[src/sv/cel_pkg.sv]
// Shared types and constants for the streamed cross-entropy loss block.
// No dependencies; imported by every module of the block.
`timescale 1ns / 1ps
`default_nettype none

package cel_pkg;

	localparam int PROB_W = 17;
	localparam int CLS_W  = 8;
	localparam int LOSS_W = 20;
	localparam int SUM_W  = 30;
	localparam int CNT_W  = 11;
	localparam int M_W    = 31;
	localparam int K_W    = 5;
	localparam int F_W    = 16;
	localparam int V_W    = 21;

	localparam logic [PROB_W-1:0] ONE_Q16      = 17'h10000;
	localparam logic [PROB_W-1:0] MIN_PROB_RST = 17'd1;
	localparam logic [31:0]       LN2_Q32      = 32'd2977044472;
	localparam logic [LOSS_W-1:0] LOSS_MAX     = 20'hFFFFF;
	localparam logic [CNT_W-1:0]  CNT_HW_MAX   = 11'd2047;

	localparam int LOG_ITERS = 16;
	localparam int DIV_STEPS = 30;

	localparam int MAX_ROWS_DEF    = 1024;
	localparam int MAX_CLASSES_DEF = 256;
	localparam int QUEUE_DEPTH     = 2;

	typedef struct packed {
		logic [PROB_W-1:0] prob;
		logic [CLS_W-1:0]  class_index;
		logic [CLS_W-1:0]  true_label;
		logic              row_end;
		logic              batch_end;
	} item_t;

	typedef struct packed {
		logic [LOSS_W-1:0] sample_loss;
		logic [LOSS_W-1:0] batch_mean;
		logic              mean_valid;
	} result_t;

	// One finished row: clamped probability and batch flag
	typedef struct packed {
		logic [PROB_W-1:0] c;
		logic              batch_end;
	} job_t;

	typedef struct packed {
		logic full;
		logic empty;
	} q_status_t;

endpackage

`default_nettype wire

[src/sv/cel_front.sv]
// Front end: accepts class elements, latches the true-class probability and
// pushes one clamped job per row. Depends on cel_pkg.
`timescale 1ns / 1ps
`default_nettype none

module cel_front import cel_pkg::*; #(
	parameter int MAX_CLASSES = MAX_CLASSES_DEF
) (
	input  wire logic              clk,
	input  wire logic              arst_n,
	input  wire logic              item_valid,
	output logic                   item_ready,
	input  wire item_t             item,
	input  wire logic              cfg_valid,
	output logic                   cfg_ready,
	input  wire logic [PROB_W-1:0] cfg_min_prob,
	input  wire q_status_t         q_status,
	output logic                   push,
	output job_t                   job
);

	logic [PROB_W-1:0] min_prob_q;
	logic [PROB_W-1:0] picked_q;
	logic [PROB_W-1:0] prob_sat;
	logic [PROB_W-1:0] floor_p;
	logic [PROB_W-1:0] cur_pick;
	logic              match;
	logic              accept;

	assign cfg_ready  = 1'b1;
	assign item_ready = !q_status.full;
	assign accept     = item_valid && item_ready;

	// Saturate the probability and test for the true class
	always_comb begin
		prob_sat = (item.prob > ONE_Q16) ? ONE_Q16 : item.prob;
		match    = (item.class_index == item.true_label) &&
			(32'(item.class_index) < MAX_CLASSES);
		cur_pick = match ? prob_sat : picked_q;
		if (min_prob_q == '0) begin
			floor_p = PROB_W'(1);
		end else if (min_prob_q > ONE_Q16) begin
			floor_p = ONE_Q16;
		end else begin
			floor_p = min_prob_q;
		end
		job.c         = (cur_pick > floor_p) ? cur_pick : floor_p;
		job.batch_end = item.batch_end;
	end

	assign push = accept && item.row_end;

	// Hold the clamp register
	always_ff @(posedge clk or negedge arst_n) begin
		if (!arst_n) begin
			min_prob_q <= MIN_PROB_RST;
		end else if (cfg_valid && cfg_ready) begin
			min_prob_q <= cfg_min_prob;
		end
	end

	// Latch the picked probability, drop it at row end
	always_ff @(posedge clk or negedge arst_n) begin
		if (!arst_n) begin
			picked_q <= '0;
		end else if (accept) begin
			if (item.row_end) begin
				picked_q <= '0;
			end else if (match) begin
				picked_q <= prob_sat;
			end
		end
	end

endmodule

`default_nettype wire

[src/sv/cel_fifo.sv]
// Short job queue between front and back ends.
// Depends on cel_pkg for the job and status types.
`timescale 1ns / 1ps
`default_nettype none

module cel_fifo import cel_pkg::*; #(
	parameter int DEPTH = QUEUE_DEPTH
) (
	input  wire logic  clk,
	input  wire logic  arst_n,
	input  wire logic  push,
	input  wire job_t  push_job,
	input  wire logic  pop,
	output job_t       head,
	output q_status_t  status
);

	localparam int PW = (DEPTH > 1) ? $clog2(DEPTH) : 1;
	localparam int CW = $clog2(DEPTH + 1);

	job_t          mem [DEPTH];
	logic [PW-1:0] wr_ptr_q;
	logic [PW-1:0] rd_ptr_q;
	logic [CW-1:0] count_q;
	logic          do_push;
	logic          do_pop;

	assign status.full  = (count_q == CW'(DEPTH));
	assign status.empty = (count_q == '0);
	assign do_push      = push && !status.full;
	assign do_pop       = pop && !status.empty;
	assign head         = mem[rd_ptr_q];

	// Store pushed jobs
	always_ff @(posedge clk) begin
		if (do_push) begin
			mem[wr_ptr_q] <= push_job;
		end
	end

	// Advance pointers and occupancy
	always_ff @(posedge clk or negedge arst_n) begin
		if (!arst_n) begin
			wr_ptr_q <= '0;
			rd_ptr_q <= '0;
			count_q  <= '0;
		end else begin
			if (do_push) begin
				wr_ptr_q <= (wr_ptr_q == PW'(DEPTH - 1)) ? '0 : wr_ptr_q + PW'(1);
			end
			if (do_pop) begin
				rd_ptr_q <= (rd_ptr_q == PW'(DEPTH - 1)) ? '0 : rd_ptr_q + PW'(1);
			end
			if (do_push && !do_pop) begin
				count_q <= count_q + CW'(1);
			end else if (do_pop && !do_push) begin
				count_q <= count_q - CW'(1);
			end
		end
	end

endmodule

`default_nettype wire

[src/sv/cel_back.sv]
// Back end: per-row -ln by repeated squaring, loss accumulation and the
// batch-end mean by restoring division. Depends on cel_pkg.
`timescale 1ns / 1ps
`default_nettype none

module cel_back import cel_pkg::*; #(
	parameter int MAX_ROWS = MAX_ROWS_DEF
) (
	input  wire logic      clk,
	input  wire logic      arst_n,
	input  wire job_t      head,
	input  wire q_status_t q_status,
	output logic           pop,
	output logic           result_valid,
	input  wire logic      result_ready,
	output result_t        result
);

	localparam logic [CNT_W-1:0] CAP =
		(MAX_ROWS < 2047) ? CNT_W'(MAX_ROWS) : CNT_HW_MAX;

	typedef enum logic [5:0] {
		ST_IDLE = 6'b000001,
		ST_SQR  = 6'b000010,
		ST_MUL  = 6'b000100,
		ST_ACC  = 6'b001000,
		ST_DIV  = 6'b010000,
		ST_OUT  = 6'b100000
	} state_t;

	state_t            state_q;
	logic [M_W-1:0]    m_q;
	logic [K_W-1:0]    k_q;
	logic [F_W-1:0]    f_q;
	logic [3:0]        iter_q;
	logic              batch_q;
	logic [LOSS_W-1:0] loss_q;
	logic [SUM_W-1:0]  sum_q;
	logic [CNT_W-1:0]  cnt_q;
	logic [SUM_W-1:0]  quo_q;
	logic [CNT_W-1:0]  rem_q;
	logic [CNT_W-1:0]  divisor_q;
	logic [4:0]        step_q;
	logic              res_valid_q;
	result_t           res_q;

	logic [K_W-1:0]    k_d;
	logic [M_W-1:0]    m_norm;
	logic [61:0]       sq;
	logic [31:0]       sq_top;
	logic [V_W-1:0]    v;
	logic [52:0]       lprod;
	logic [SUM_W:0]    sum_ext;
	logic [SUM_W-1:0]  sum_new;
	logic [CNT_W-1:0]  cnt_new;
	logic [CNT_W:0]    trial;
	logic [CNT_W:0]    trial_sub;
	logic              out_free;

	assign pop          = (state_q == ST_IDLE) && !q_status.empty;
	assign out_free     = !res_valid_q || result_ready;
	assign result_valid = res_valid_q;
	assign result       = res_q;

	// Find the leading one and normalise to Q1.30
	always_comb begin
		k_d = '0;
		for (int i = 1; i < PROB_W; i++) begin
			if (head.c[i]) begin
				k_d = K_W'(i);
			end
		end
		m_norm = M_W'(head.c) << (K_W'(30) - k_d);
	end

	// Square the mantissa and take the next log2 fraction bit
	assign sq     = m_q * m_q;
	assign sq_top = sq[61:30];

	// Scale log2 by ln 2 with rounding
	assign v     = V_W'(21'd1 << 20) - {k_q, f_q};
	assign lprod = 53'(v) * 53'(LN2_Q32) + 53'(64'd1 << 31);

	// Saturating accumulate and row count
	always_comb begin
		sum_ext = {1'b0, sum_q} + (SUM_W + 1)'(loss_q);
		sum_new = sum_ext[SUM_W] ? {SUM_W{1'b1}} : sum_ext[SUM_W-1:0];
		cnt_new = (cnt_q < CAP) ? cnt_q + CNT_W'(1) : cnt_q;
	end

	// One restoring division step
	assign trial     = {rem_q, quo_q[SUM_W-1]};
	assign trial_sub = trial - {1'b0, divisor_q};

	// Sequence one job through log, accumulate and, at batch end, divide
	always_ff @(posedge clk or negedge arst_n) begin
		if (!arst_n) begin
			state_q     <= ST_IDLE;
			iter_q      <= '0;
			step_q      <= '0;
			sum_q       <= '0;
			cnt_q       <= '0;
			res_valid_q <= 1'b0;
		end else begin
			// Raise the result when it is loaded, drop it once taken
			if (state_q == ST_OUT && out_free) begin
				res_valid_q <= 1'b1;
			end else if (result_ready) begin
				res_valid_q <= 1'b0;
			end
			unique case (state_q)
				ST_IDLE: begin
					if (pop) begin
						state_q <= ST_SQR;
						iter_q  <= '0;
					end
				end
				ST_SQR: begin
					iter_q <= iter_q + 4'd1;
					if (iter_q == 4'(LOG_ITERS - 1)) begin
						state_q <= ST_MUL;
					end
				end
				ST_MUL: begin
					state_q <= ST_ACC;
				end
				ST_ACC: begin
					if (batch_q) begin
						sum_q   <= '0;
						cnt_q   <= '0;
						step_q  <= '0;
						state_q <= ST_DIV;
					end else begin
						sum_q   <= sum_new;
						cnt_q   <= cnt_new;
						state_q <= ST_OUT;
					end
				end
				ST_DIV: begin
					step_q <= step_q + 5'd1;
					if (step_q == 5'(DIV_STEPS - 1)) begin
						state_q <= ST_OUT;
					end
				end
				ST_OUT: begin
					if (out_free) begin
						state_q <= ST_IDLE;
					end
				end
				default: begin
					state_q <= ST_IDLE;
				end
			endcase
		end
	end

	// Datapath registers
	always_ff @(posedge clk) begin
		case (state_q)
			ST_IDLE: begin
				if (pop) begin
					m_q     <= m_norm;
					k_q     <= k_d;
					f_q     <= '0;
					batch_q <= head.batch_end;
				end
			end
			ST_SQR: begin
				if (sq_top[31]) begin
					m_q <= sq_top[31:1];
					f_q <= {f_q[F_W-2:0], 1'b1};
				end else begin
					m_q <= sq_top[30:0];
					f_q <= {f_q[F_W-2:0], 1'b0};
				end
			end
			ST_MUL: begin
				loss_q <= lprod[51:32];
			end
			ST_ACC: begin
				quo_q     <= sum_new;
				divisor_q <= cnt_new;
				rem_q     <= '0;
			end
			ST_DIV: begin
				if (!trial_sub[CNT_W]) begin
					rem_q <= trial_sub[CNT_W-1:0];
					quo_q <= {quo_q[SUM_W-2:0], 1'b1};
				end else begin
					rem_q <= trial[CNT_W-1:0];
					quo_q <= {quo_q[SUM_W-2:0], 1'b0};
				end
			end
			ST_OUT: begin
				if (out_free) begin
					res_q.sample_loss <= loss_q;
					res_q.mean_valid  <= batch_q;
					if (!batch_q) begin
						res_q.batch_mean <= '0;
					end else if (quo_q > SUM_W'(LOSS_MAX)) begin
						res_q.batch_mean <= LOSS_MAX;
					end else begin
						res_q.batch_mean <= quo_q[LOSS_W-1:0];
					end
				end
			end
			default: begin
			end
		endcase
	end

	// Row count never passes its cap
	a_cnt_cap: assert property (@(posedge clk) disable iff (!arst_n)
		cnt_q <= CAP)
		else $error("row count above cap");

	// Division never runs with a zero divisor
	a_div_nz: assert property (@(posedge clk) disable iff (!arst_n)
		(state_q == ST_DIV) |-> (divisor_q != '0))
		else $error("zero divisor");

	// Partial remainder stays below the divisor
	a_rem_lt: assert property (@(posedge clk) disable iff (!arst_n)
		(state_q == ST_DIV) |-> (rem_q < divisor_q))
		else $error("remainder not reduced");

	// Batch end leaves the accumulator cleared
	a_batch_clr: assert property (@(posedge clk) disable iff (!arst_n)
		(state_q == ST_ACC && batch_q) |=> (sum_q == '0 && cnt_q == '0))
		else $error("accumulator not cleared at batch end");

	// A result without the mean flag carries a zero mean
	a_mean_zero: assert property (@(posedge clk) disable iff (!arst_n)
		(res_valid_q && !res_q.mean_valid) |-> (res_q.batch_mean == '0))
		else $error("stray batch mean");

endmodule

`default_nettype wire

[src/sv/cross_entropy_loss_mean_top.sv]
// Top level of the streamed cross-entropy loss block: front end, job queue
// and back end. Depends on cel_pkg, cel_front, cel_fifo and cel_back.
//
//   port group   | handshake                 | payload
//   -------------+---------------------------+------------------------------
//   item         | item_valid / item_ready   | item_t: prob, class, label, ends
//   result       | result_valid/result_ready | result_t: loss, mean, mean flag
//   cfg          | cfg_valid / cfg_ready     | cfg_min_prob (17 bits, Q1.16)
//
// The front end takes one element per cycle while the job queue has room.
// Each row passes the back end in order: one normalise, 16 squaring steps
// on the 31x31 squaring multiplier, one ln 2 scale, one accumulate, one output.
// A batch-end row adds 30 steps of one-bit-per-cycle division for the mean.
// A full queue stalls the item side; a stalled result stalls the back end and, once the queue fills, the item side.
// Reset (arst_n low) clears sum, count, picked probability and sets min_prob 1.
`timescale 1ns / 1ps
`default_nettype none

module cross_entropy_loss_mean_top import cel_pkg::*; #(
	parameter int MAX_ROWS    = MAX_ROWS_DEF,
	parameter int MAX_CLASSES = MAX_CLASSES_DEF
) (
	input  wire logic              clk,
	input  wire logic              arst_n,
	input  wire logic              item_valid,
	output logic                   item_ready,
	input  wire item_t             item,
	output logic                   result_valid,
	input  wire logic              result_ready,
	output result_t                result,
	input  wire logic              cfg_valid,
	output logic                   cfg_ready,
	input  wire logic [PROB_W-1:0] cfg_min_prob
);

	q_status_t q_status;
	logic      push;
	logic      pop;
	job_t      push_job;
	job_t      head;

	cel_front #(
		.MAX_CLASSES(MAX_CLASSES)
	) u_front (
		.clk         (clk),
		.arst_n      (arst_n),
		.item_valid  (item_valid),
		.item_ready  (item_ready),
		.item        (item),
		.cfg_valid   (cfg_valid),
		.cfg_ready   (cfg_ready),
		.cfg_min_prob(cfg_min_prob),
		.q_status    (q_status),
		.push        (push),
		.job         (push_job)
	);

	cel_fifo #(
		.DEPTH(QUEUE_DEPTH)
	) u_fifo (
		.clk     (clk),
		.arst_n  (arst_n),
		.push    (push),
		.push_job(push_job),
		.pop     (pop),
		.head    (head),
		.status  (q_status)
	);

	cel_back #(
		.MAX_ROWS(MAX_ROWS)
	) u_back (
		.clk         (clk),
		.arst_n      (arst_n),
		.head        (head),
		.q_status    (q_status),
		.pop         (pop),
		.result_valid(result_valid),
		.result_ready(result_ready),
		.result      (result)
	);

endmodule

`default_nettype wire
[config.mk]
export PLATFORM = sky130hd
export DESIGN_NAME = cross_entropy_loss_mean_top
export DESIGN_NICKNAME = d
export VERILOG_FILES = /design/src/sv/cel_pkg.sv /design/src/sv/cel_front.sv /design/src/sv/cel_fifo.sv /design/src/sv/cel_back.sv /design/src/sv/cross_entropy_loss_mean_top.sv
export SDC_FILE = /design/constraint.sdc
export NUM_CORES = 2
export LEC_CHECK = 0
export BUFFER_PORTS_ARGS = -buffer_cell sky130_fd_sc_hd__buf_2
export CAP_MARGIN = 20
export CORE_ASPECT_RATIO = 1.75
export CORE_MARGIN = 5
export CORE_UTILIZATION = 60
export DETAILED_ROUTE_END_ITERATION = 16
export PLACE_DENSITY = 0.8
export SLEW_MARGIN = 20
export SYNTH_ARGS = -nofsm -noshare
export SYNTH_HDL_FRONTEND = slang
export SYNTH_HIERARCHICAL = 1
export SYNTH_SLANG_ARGS = --single-unit
[constraint.sdc]
create_clock -name clk -period 9.7 [get_ports clk]
set_clock_uncertainty 0.05 [all_clocks]
set_input_delay 1.455 -clock clk [delete_from_list [all_inputs] [get_ports clk]]
set_output_delay 1.455 -clock clk [all_outputs]
set_load 0.02 [all_outputs]
==> metrics.md <==
| Metric | Value |
|---|---|
| Status | `finished, final reports clean` |
| Pin count of the biggest net entering global routing | `75` |
| Global placement routability congestion | `1.01` |
| Fillers | `a little over 7k` |
| Final Cell Area | `~0.057 mm2` |
| Worst R2R Start | `u_back/f_q[2]` |
| Main synth FF type | `edfxtp_1` |
| Synth Area in Compound Gates | `7.77%` |
| Asr flop ratio synth | `32.0%` |
| IO buf count | `around 100` |
| Worst-skew pair later-pin latency | `just under 0.6 ns` |
| Max-cap violation count | `0` |
| Clk buf depth | `3` |
| Reg2reg end | `u_back/loss_q[19]` |
| Antenna viol nets, final | `0` |
| R2r setup slk | `0.32 ns` |
| Library cells used by synthesis | `101` |
| Synth Area in Simple Gates | `approximately 11%` |
| Mean post-synth cell area | `just under 10 um2` |
| Most used cell, CP | `fa_1` |
| Number of I/O pins | `approximately 100` |
| Final Hold Fails | `0` |
| Placed Instance Area | `about 0.056 mm2` |
| Period utilization | `a little over nine tenths` |
| # rows | `145` |
| DPL Wire Length | `122000 um` |
| Die X | `236 um` |
| CTS Buf Count | `27` |
| WS Path Type | `flip-flop to flip-flop` |
| Crit-path leading delay family | `adder cells` |
| Most frequent cells in the layout | `inv_1, fa_1, ha_1` |
| Post-Synth Adder-Cell Area | `about half` |
| Critical path peak fanout | `7` |
| R2R cell count | `30` |
| Post-layout util | `63.9%` |
| CP Depth | `30` |
| Max-slew violation count | `0` |
| Drt total wl | `144000 um` |
| Commonest non-fill, non-tap cell in the layout | `inv_1` |
| Seq cells post-synth | `297` |
| Syn. warnings | `6` |
| Setup ws final | `0.322 ns` |
| Vias in the first global route | `44.0k` |
| Die Footprint | `around 0.095 mm2` |
| Avg Vias per Cell | `5.81` |
| Total gr overflow | `0` |
| Place WS | `-0.0179 ns` |
| CP required | `9.98 ns` |
| Worst Setup End Kind | `flip-flop` |
| Mapped cell area | `roughly 0.053 mm2` |
| CP Launch Point | `u_back/f_q[2]` |
| WL per Instance | `21.2 um` |
| Global-route wire length before repair | `approximately 230000 um` |
| Worst-margin pin slew | `1.15 ns` |
| # setup viols final | `0` |
| Hold wc startpoint | `u_front/picked_q[3]` |
| Synthesis-to-layout area growth | `6.30%` |
| Via count | `39.5k` |
| Proportion of synthesized area in mux cells | `3.02%` |
| GRT Resource Usage Total | `30.4%` |
| Post-CTS Hold Fix Bufs | `0` |
| CTS tree | `yes` |
| Root Driver | `clkbuf_16` |
| Register area share after synthesis | `15.8%` |
| Effective utilization at floorplan | `60.1%` |
| Crit-path max cell delay | `0.55 ns` |
| Drt drc | `0` |
| Peak Freq | `approximately 110 MHz` |
| Synth Area in XOR/XNOR | `2.62%` |
| Htree depth | `1` |
| Synthesized net count | `7081` |
| Share of layout cells above drive strength 1 | `7.15%` |
| Iteration-0 DRC Markers | `approximately 2.7k` |
| Shortest period the worst path allows | `9.38 ns` |
| Total negative setup slack | `0 ns` |
| Main combinational cell family by area after synthesis | `adder cells` |
| Detailed Routing Iterations Pass 1 | `6` |
| Post-synth EDFFs | `between 200 and 250` |
| Hold Crit Class | `flip-flop to flip-flop` |
| Initial antenna violation count | `1` |
| Clock slew at reported path FFs | `~0.07 ns` |
| Critical Path End | `u_back/loss_q[19]` |
| Fin nets | `just over 7k` |
| Startpoint types | `flip-flop` |
| Die height | `~400 um` |
| Core Region | `0.0889 mm2` |
| CP arrival | `between 9 and 10 ns` |
| Synth Instances | `approximately 5.5k` |
| Slowest CP cell | `or4b_4` |
| Slew HR | `between 20 and 25%` |
| CTS Sinks | `297` |
| CP bufs+invs | `5` |
==> worst reg2reg max path, delay by kind of cell (launching register included) <==
family | cells | cell delay (ns)
flops | 1 | 0.42
fa+ha+maj | 9 | 4.07
buf+inv | 5 | 0.35
simple gates | 11 | 2.59
xor+xnor | 1 | 0.18
compound gates | 4 | 1.44
==> logic make-up (layout without fill, tap and decap cells) <==
| kind of cell | Yosys count | in the layout |
|---|---|---|
| muxes | 144 | 144 |
| xor gates and xnor gates | 160 | 160 |
| AOI/OAI and AO/OA | 646 | 646 |
| and+or+nand+nor | 1236 | 1236 |
| buffers and inverters | 1516 | 1627 |
| DFF | 297 | 297 |
| adders and majority gates | 1512 | 1512 |
| other | 1 | 2 |
==> area by class of cell <==
class                   count  area [um2]  area share (%)
flip-flops and latches    297        8450            14.9
repair buffers            227        1490            2.62
clock buffers              28         689            1.21
diodes                      1        2.50         0.00440
inverters                1350        5070            8.92
clock inverters            22         264           0.464
multi-input cells        3699       39400            69.3
well taps                1176        1470            2.59
==> flip-flops by register name, indices dropped and copies added (netlist names), 6 cells and up <==
signal / cells
u_front/min_prob_q: 17
u_back/cnt_q: 11
u_back/loss_q: 20
u_back/m_q: 31
u_fifo/mem: 36
u_back/divisor_q: 11
u_back/state_q: 6
u_back/sum_q: 30
u_back/f_q: 16
u_front/picked_q: 17
u_back/result: 41
u_back/quo_q: 30
u_back/rem_q: 11
==> worst min-delay path by stage <==
stage / endpoint / slack, ns / cells after the start
2_1_floorplan: u_back/result[21] / 0.38 / 0
3_3_place_gp: u_front/picked_q[9] / 0.41 / 2
3_5_place_dp: u_front/picked_q[3] / 0.42 / 2
4_1_cts: u_front/picked_q[3] / 0.44 / 2
5_1_grt: u_back/result[33] / 0.46 / 0
6_report: u_front/picked_q[3] / 0.44 / 2
==> metrics by stage <==
| stage | hold WS (ns) | cells |
|---|---|---|
| 2_1_floorplan | 0.383 | 5512 |
| 3_3_place_gp | 0.413 | 6745 |
| 3_5_place_dp | 0.420 | 6746 |
| 4_1_cts | 0.436 | 6796 |
| 5_1_grt | 0.458 | 6800 |
| 6_report | 0.438 | 6800 |
==> cell usage after synthesis (88+ instances only) <==
| master | count | area share [%] |
|---|---|---|
| clkbuf_1 | 148 | 1.0 |
| a21oi_1 | 195 | 1.8 |
| dfrtp_1 | 93 | 4.4 |
| o21ai_0 | 147 | 1.4 |
| xnor2_1 | 96 | 1.6 |
| nand2_1 | 434 | 3.0 |
| mux2i_1 | 88 | 1.6 |
| edfxtp_1 | 202 | 11 |
| ha_1 | 554 | 13 |
| nor2_1 | 288 | 2.0 |
| fa_1 | 958 | 36 |
| and2_1 | 193 | 2.3 |
| inv_1 | 1339 | 9.4 |
==> layer usage <==
metal	track usage (%)	wire length, um	up-vias
li1	-	-	17447
met1	29.6	44000	19683
met2	57.5	77900	1577
met3	3.01	6770	783
met4	25.2	15600	0
met5	0	0	-
==> what timing repair did <==
action / in CTS / in global routing
resized for setup: 3 / 17
setup endpoints to repair: 1 / 11
buffers inserted: 0 / 3
pin swaps: 0 / 7
Power is not shown: default switching activity piles up to over one toggle a cycle in this logic, so the estimate is an artifact.
